File: config.mk
export PLATFORM = sky130hd
export DESIGN_NAME = vrt_ctrl
export DESIGN_NICKNAME = d
export VERILOG_FILES = /design/src/design/vrt_pkg.sv /design/src/design/vrt_ctrl.sv
export SDC_FILE = /design/constraint.sdc
export NUM_CORES = 1
export LEC_CHECK = 0
export BUFFER_PORTS_ARGS = -buffer_cell sky130_fd_sc_hd__buf_2
export CORE_MARGIN = 4
export CORE_UTILIZATION = 45
export CTS_BUF_LIST = sky130_fd_sc_hd__clkbuf_8
export DETAILED_ROUTE_END_ITERATION = 6
export PLACE_DENSITY = 0.74
export REMOVE_ABC_BUFFERS = 1
export SYNTH_ARGS = -nofsm -noshare
export SYNTH_HDL_FRONTEND = slang
export SYNTH_SLANG_ARGS = --single-unit
File: constraint.sdc
create_clock -name clk_i -period 5 [get_ports clk_i]
set_clock_uncertainty 0.15 [all_clocks]
set_input_delay 1.5 -clock clk_i [delete_from_list [all_inputs] [get_ports clk_i]]
set_output_delay 1.5 -clock clk_i [all_outputs]
set_load 0.05 [all_outputs]
File: src/design/vrt_pkg.sv
`timescale 1ns / 1ps
`default_nettype none
// ----------------------------------------------------------------------------
// vrt_pkg: shared types and constants for the voxel ray traversal core
// Field widths, configuration reset values, command/status words between the
// controller and the datapath, and the product job table.
// ----------------------------------------------------------------------------
package vrt_pkg;

  // Coordinate and index width (two's complement)
  localparam int CW     = 32;
  // Configuration register widths
  localparam int VS_W   = 31;
  localparam int MS_W   = 6;
  localparam int DL_W   = 16;
  localparam int CFG_W  = 31;
  // |hit - origin| per axis fits in CW bits
  localparam int AD_W   = 32;
  // First boundary distance, at most one voxel edge
  localparam int NUM_W  = 31;
  // num * |d| and edge * |d|
  localparam int PROD_W = 63;
  // Cross products grow by up to 63 voxel edges during a walk
  localparam int PP_W   = 70;
  // Gate sum of three squares, each of a value below 2^16
  localparam int SUM_W  = 34;

  localparam logic [MS_W-1:0] STEP_CAP = 6'd62;

  localparam logic [VS_W-1:0] VS_RESET = 31'd19661;
  localparam logic [MS_W-1:0] MS_RESET = 6'd30;
  localparam logic [DL_W-1:0] DL_RESET = 16'd100;

  // Register indexes on the configuration port
  localparam logic [1:0] CFG_EDGE_LEN   = 2'd0;
  localparam logic [1:0] CFG_MAX_STEPS  = 2'd1;
  localparam logic [1:0] CFG_DIST_LIMIT = 2'd2;

  // Product jobs: six cross terms num[a]*|d[b]|, then edge*|d[b]|
  localparam logic [3:0] JOB_LAST  = 4'd8;
  localparam logic [3:0] JOB_EDGE0 = 4'd6;
  localparam logic [2:0] DIV_LAST  = 3'd5;
  localparam logic [1:0] AXIS_LAST = 2'd2;

  // Controller to datapath
  typedef struct packed {
    logic       load;
    logic       div_start;
    logic       div_store;
    logic [2:0] div_sel;
    logic       setup;
    logic       gate_en;
    logic [1:0] gate_axis;
    logic       gate_final;
    logic       mul_start;
    logic       mul_store;
    logic [3:0] mul_job;
    logic       walk_cmp;
    logic       walk_step;
    logic       emit_end;
  } vrt_cmd_t;

  // Datapath to controller
  typedef struct packed {
    logic div_done;
    logic mul_done;
    logic go;
    logic walk_done;
  } vrt_sts_t;

  // Axis whose boundary distance feeds the job
  function automatic logic [1:0] job_a(input logic [3:0] job);
    logic [1:0] a;
    case (job)
      4'd0, 4'd1: a = 2'd0;
      4'd2, 4'd3: a = 2'd1;
      default:    a = 2'd2;
    endcase
    return a;
  endfunction

  // Axis whose |d| feeds the job
  function automatic logic [1:0] job_b(input logic [3:0] job);
    logic [1:0] b;
    case (job)
      4'd0: b = 2'd1;
      4'd1: b = 2'd2;
      4'd2: b = 2'd0;
      4'd3: b = 2'd2;
      4'd4: b = 2'd0;
      4'd5: b = 2'd1;
      4'd6: b = 2'd0;
      4'd7: b = 2'd1;
      default: b = 2'd2;
    endcase
    return b;
  endfunction

endpackage
`default_nettype wire

File: src/design/vrt_ctrl.sv
`timescale 1ns / 1ps
`default_nettype none
// ----------------------------------------------------------------------------
// vrt_ctrl: traversal sequencer
// Steps one ray through division, gating, product setup and the voxel walk.
// ----------------------------------------------------------------------------
module vrt_ctrl
  import vrt_pkg::*;
(
  input  wire logic      clk_i,
  input  wire logic      rst_ni,
  input  wire logic      start,
  output logic           busy,
  output vrt_cmd_t       cmd_o,
  input  wire vrt_sts_t  sts_i
);

  localparam logic [3:0] S_IDLE     = 4'd0;
  localparam logic [3:0] S_DIV_GO   = 4'd1;
  localparam logic [3:0] S_DIV_WAIT = 4'd2;
  localparam logic [3:0] S_SETUP    = 4'd3;
  localparam logic [3:0] S_GATE     = 4'd4;
  localparam logic [3:0] S_GATE_FIN = 4'd5;
  localparam logic [3:0] S_DECIDE   = 4'd6;
  localparam logic [3:0] S_MUL_GO   = 4'd7;
  localparam logic [3:0] S_MUL_WAIT = 4'd8;
  localparam logic [3:0] S_WALK     = 4'd9;
  localparam logic [3:0] S_STEP     = 4'd10;
  localparam logic [3:0] S_END      = 4'd11;

  logic [3:0] state_q, state_d;
  logic [3:0] cnt_q, cnt_d;

  // next state and commands
  always_comb begin
    state_d = state_q;
    cnt_d   = cnt_q;
    cmd_o   = '0;
    cmd_o.div_sel   = cnt_q[2:0];
    cmd_o.gate_axis = cnt_q[1:0];
    cmd_o.mul_job   = cnt_q;
    case (state_q)
      S_IDLE: begin
        if (start) begin
          cmd_o.load = 1'b1;
          cnt_d      = '0;
          state_d    = S_DIV_GO;
        end
      end
      S_DIV_GO: begin
        cmd_o.div_start = 1'b1;
        state_d         = S_DIV_WAIT;
      end
      S_DIV_WAIT: begin
        if (sts_i.div_done) begin
          cmd_o.div_store = 1'b1;
          if (cnt_q[2:0] == DIV_LAST) begin
            state_d = S_SETUP;
          end else begin
            cnt_d   = cnt_q + 4'd1;
            state_d = S_DIV_GO;
          end
        end
      end
      S_SETUP: begin
        cmd_o.setup = 1'b1;
        cnt_d       = '0;
        state_d     = S_GATE;
      end
      S_GATE: begin
        cmd_o.gate_en = 1'b1;
        if (cnt_q[1:0] == AXIS_LAST) begin
          state_d = S_GATE_FIN;
        end else begin
          cnt_d = cnt_q + 4'd1;
        end
      end
      S_GATE_FIN: begin
        cmd_o.gate_final = 1'b1;
        cnt_d            = '0;
        state_d          = S_DECIDE;
      end
      S_DECIDE: begin
        state_d = sts_i.go ? S_MUL_GO : S_END;
      end
      S_MUL_GO: begin
        cmd_o.mul_start = 1'b1;
        state_d         = S_MUL_WAIT;
      end
      S_MUL_WAIT: begin
        if (sts_i.mul_done) begin
          cmd_o.mul_store = 1'b1;
          if (cnt_q == JOB_LAST) begin
            state_d = S_WALK;
          end else begin
            cnt_d   = cnt_q + 4'd1;
            state_d = S_MUL_GO;
          end
        end
      end
      S_WALK: begin
        if (sts_i.walk_done) begin
          state_d = S_END;
        end else begin
          cmd_o.walk_cmp = 1'b1;
          state_d        = S_STEP;
        end
      end
      S_STEP: begin
        cmd_o.walk_step = 1'b1;
        state_d         = S_WALK;
      end
      S_END: begin
        cmd_o.emit_end = 1'b1;
        state_d        = S_IDLE;
      end
      default: begin
        state_d = S_IDLE;
      end
    endcase
  end

  // state registers
  always_ff @(posedge clk_i or negedge rst_ni) begin
    if (!rst_ni) begin
      state_q <= S_IDLE;
      cnt_q   <= '0;
    end else begin
      state_q <= state_d;
      cnt_q   <= cnt_d;
    end
  end

  assign busy = state_q != S_IDLE;

`ifndef SYNTHESIS
  // divider completes only while its result is awaited
  a_div_done_wait: assert property (@(posedge clk_i) disable iff (!rst_ni)
    sts_i.div_done |-> state_q == S_DIV_WAIT)
    else $error("divider done outside wait");

  // multiplier completes only while its result is awaited
  a_mul_done_wait: assert property (@(posedge clk_i) disable iff (!rst_ni)
    sts_i.mul_done |-> state_q == S_MUL_WAIT)
    else $error("multiplier done outside wait");

  // an accepted ray is always loaded
  a_accept_loads: assert property (@(posedge clk_i) disable iff (!rst_ni)
    start && !busy |-> cmd_o.load)
    else $error("accepted ray not loaded");
`endif

endmodule
`default_nettype wire

After elaboration in Yosys (flattened, before gate mapping)
Cells that the tools add are included.

storage, ports and cells
  register bits = 8
  bits of input ports = 7
  output and inout port bits = 21
  word-level logic and storage cells = 61

cells by class
  add/sub/neg operators = 1
  equal/unequal tests = 21
  multiplexer cells = 31
  reductions and logical operators = 6

operators by type and width
  cell                                                                   count
  4-bit 2-to-1 mux                                                       12
  4-bit case mux with 11 select lines                                    1
  4-bit equality test, second input constant                             5
  4-bit case mux with 5 select lines                                     1
  4-bit by 3-bit equality test with 1-bit output, second input constant  4
  1-bit 2-to-1 mux                                                       16
  2-bit inequality test, second input constant                           7
  4-bit by 2-bit equality test with 1-bit output, second input constant  2
  7-bit AND reduction                                                    1
  5-bit nonzero test                                                     1
  4-bit by 1-bit adder with 4-bit output, second input constant          1
  4-bit by 1-bit equality test with 1-bit output, second input constant  1
  4-bit logical NOT                                                      1
  4-bit AND reduction                                                    1
  4-bit nonzero test                                                     1
  3-bit equality test, second input constant                             1
  2-bit equality test, second input constant                             1
  2-bit 2-to-1 mux                                                       1
  2-bit OR reduction                                                     1

Depth between registers and ports, before layout
  depth in word-level cells = 4
  gate-level depth with buffers = 7
  gate-level depth less buffers = 7

Worst setup path after synthesis
Ideal clock, no wire load.

  path type = input -> output
  start = in sts_i[0] in the netlist's numbering
  end = out cmd_o[2] in the netlist's numbering
  arrival time = 2597 ps
  data required time = 3350 ps
  slack = 753 ps
  stages on the path = 1
  cells stage by stage = nor3_1

between the ends
  longest elaborated chain between the ends = 2

RTL lines
  item                line             RTL
  start: declaration  vrt_ctrl.sv:15   input wire vrt_sts_t sts_i
  1-bit 2-to-1 mux    vrt_ctrl.sv:102  if (sts_i.walk_done) begin
  1-bit 2-to-1 mux    vrt_ctrl.sv:42   case (state_q)
  end: declaration    vrt_ctrl.sv:14   output vrt_cmd_t cmd_o,

No other way between the ends.

==> impl_metrics.csv <==
group,metric,value,unit
route,vias,771,
power_and_ir_drop,power,0.704,mW
timing,period_needed,3.71,ns
setup_path,reg2reg_slack,2.88,ns
synth,postSynthAreaPerCell,7.85,sq um
clocking,cts_root_buf,"clkbuf_8",
synth,seq_area_frac_synth,25.8,%
setup_path,critical_path_class,"in -> out",
synth,ys_top_cells_by_area,"dfrtp_1, ha_1, nand2b_1, nor2_1, a21oi_1",
die,core_area,0.00158,sq mm
placement,dp_slack,1.30,ns
route,detail-route-antenna-nets,0,
die,rows,14,
timing,finalHoldViolCount,0,
route,dr.pass1.iters,4,
timing,grt_setup_unrepaired,"no",
synth,synth_cell_type_count,38,
setup_path,cpPeakStageDelay,0.29,ns
setup_path,cp.arrival,2.06,ns
placement,io_buffers,27,
clocking,cts.sinks,8,
synth,synth_seq_cells,8,
power_and_ir_drop,leakage,0.461,nW
clocking,cts_buffers,3,
die,ios,28,
global_route,grt_pass1_vias,690,
synth,synth_area,777,sq um
global_route,track_usage,16.0,%
setup_path,cp_max_fo,2,
placement,dp_cells,133,
synth,synth_top_area_cell,"dfrtp_1",
route,finalWirelength,1800,um
timing,setup_ws,1.29,ns
setup_path,crit_required,3.35,ns
setup_path,critPathLaunch,"sts_i[0]",
synth,synth_top_area_share,25.8,%
synth,synthCells,99,
timing,finalSetupTns,0,ns
power_and_ir_drop,cellPowerDensity,773,mW/mm^2
synth,yosys_warnings,0,
placement,place_hpwl,1360,um
placement,place_congestion,0.817,
global_route,grt_max_degree,16,
job,cap_violations,0,
die,die_w,49.6,um
clocking,clkLatencyLatePin,0.23,ns
clocking,cts_tree,"built",
setup_path,timing.rr.end,"cnt_q[3]",
setup_path,startpoint_type,"primary input",
cells_and_area,layout_common_cells,"buf_2, nor2_1, nand2_1, a21oi_1, dfrtp_1",
global_route,grt_overflow,0,
setup_path,worstPathCellList,"buf_2 -> nor3_1 -> buf_2",
clocking,clk_pin_slew,0.04,ns
timing,drv_slew,0,
die,die_h,49.6,um
setup_path,reg2reg_from,"cnt_q[0]",
clocking,cts_hold_buf,0,
cells_and_area,fin_cells,136,
clocking,htreeDepth,1,
global_route,grt_pass1_wl,3060,um
route,vias_per_cell,5.67,
route,drcViolationCount,0,
clocking,clk_path_buf_depth,2,
timing,setup_violations,0,
clocking,cts_resized,0,
cells_and_area,diodes,0,
hold_path,hp-class,"reg -> reg",
setup_path,cp_slowest_cell,"buf_2",
cells_and_area,layout_commonest_cell,"buf_2",
timing,slew_headroom,67.9,%
global_route,antenna_found_initial,0,
route,wl_per_cell,13.2,um
setup_path,crit_top_cell,"buf_2",
timing,tightest_slew,0.482,ns
die,die_area,0.00246,sq mm
route,drt_iter0_drc,27,
cells_and_area,fillers,155,
cells_and_area,fin_nets,133,
die,initial_core_util,49.3,%
power_and_ir_drop,peakVddDrop,0.437,mV
clocking,cts_setup_buffers,0,
setup_path,cp-endpoint,"cmd_o[2]",
cells_and_area,drive_above_1_share,31.7,%
timing,timing.final.crit_share,74.2,%
cells_and_area,syn_to_final_growth,17.2,%
setup_path,worst_r2r_path_depth,7,
setup_path,critPathCaptureType,"primary output",
status,status,"completed",
timing,max_freq,270,MHz
cell families after synthesis:
logic type | share of synthesized area, %
buffers and inverters | 10.5
AOI/OAI and AO/OA | 23.0
DFF | 25.8
and+or+nand+nor | 30.4
xor gates and xnor gates | 1.13
muxes | 2.74
adders and majority gates | 6.44
Yosys cell counts (all sizes together):
| library cell | number |
|---|---|
| a32oi | 1 |
| nand4 | 1 |
| xor2 | 1 |
| a221oi | 1 |
| nor2 | 11 |
| and3b | 1 |
| mux2i | 1 |
| o211ai | 1 |
| dfrtp | 8 |
| buf | 8 |
| o21bai | 1 |
| or2 | 1 |
| ha | 4 |
| o22a | 1 |
| inv | 5 |
| o21ai | 7 |
| nor3 | 3 |
| o31ai | 2 |
| and3 | 2 |
| nor2b | 2 |
| clkbuf | 1 |
| mux2 | 1 |
| o221a | 1 |
| a22oi | 1 |
| o22ai | 3 |
| and2 | 1 |
| nand3 | 2 |
| nand2b | 8 |
| nor4b | 1 |
| a21oi | 8 |
| nand2 | 8 |
| and2b | 2 |
worst max-delay path, delay by kind of cell:
kind | cells | cell delay (ns)
simple gates | 1 | 0.16
buf+inv | 2 | 0.39
worst min path at each step:
stage / slack [ns] / startpoint / cells after the start / to
after floorplan: 0.49 / state_q[0] / 1 / state_q[0]
after global placement: 0.36 / cnt_q[3] / 1 / cnt_q[3]
after detailed placement: 0.37 / cnt_q[3] / 1 / cnt_q[3]
after CTS: 0.39 / cnt_q[3] / 1 / cnt_q[3]
after global routing: 0.42 / cnt_q[3] / 1 / cnt_q[3]
final: 0.39 / cnt_q[3] / 1 / cnt_q[3]
registers in the layout, summed over array words and instances, names as in the netlist:
signal / flops
cnt_q: 4
state_q: 4
layout make-up:
| type | instances | area [sq um] | area share (%) |
|---|---|---|---|
| sequential | 8 | 200 | 22.0 |
| multi-input combinational | 77 | 495 | 54.4 |
| timing repair buffer | 27 | 135 | 14.8 |
| clock buffer | 3 | 41.3 | 4.53 |
| tap | 16 | 20.0 | 2.20 |
| inverter | 5 | 18.8 | 2.06 |
metrics by stage:
step	util, %	hold WS, ns	instance area (sq um)
2_1_floorplan	-	0.485	714
3_3_place_gp	55.2	0.364	870
3_5_place_dp	55.2	0.374	870
4_1_cts	57.8	0.386	911
5_1_grt	57.8	0.419	911
6_report	57.8	0.385	911
routing by layer:
| metal | track usage [%] | up-vias | routed length (um) |
|---|---|---|---|
| met1 | 19.8 | 353 | 820 |
| met4 | 4.15 | 0 | 7 |
| met2 | 26.0 | 29 | 812 |
| met5 | 0 | - | 0 |
| li1 | - | 386 | - |
| met3 | 5.72 | 3 | 158 |
power breakdown:
group	switching [mW]	internal, mW	total (mW)
sequential	0.0716	0.0872	0.159
clock	0.0239	0.0520	0.0759
combinational	0.321	0.149	0.470
total	0.416	0.288	0.704
No activity file was read; power rests on OpenSTA's default activity.
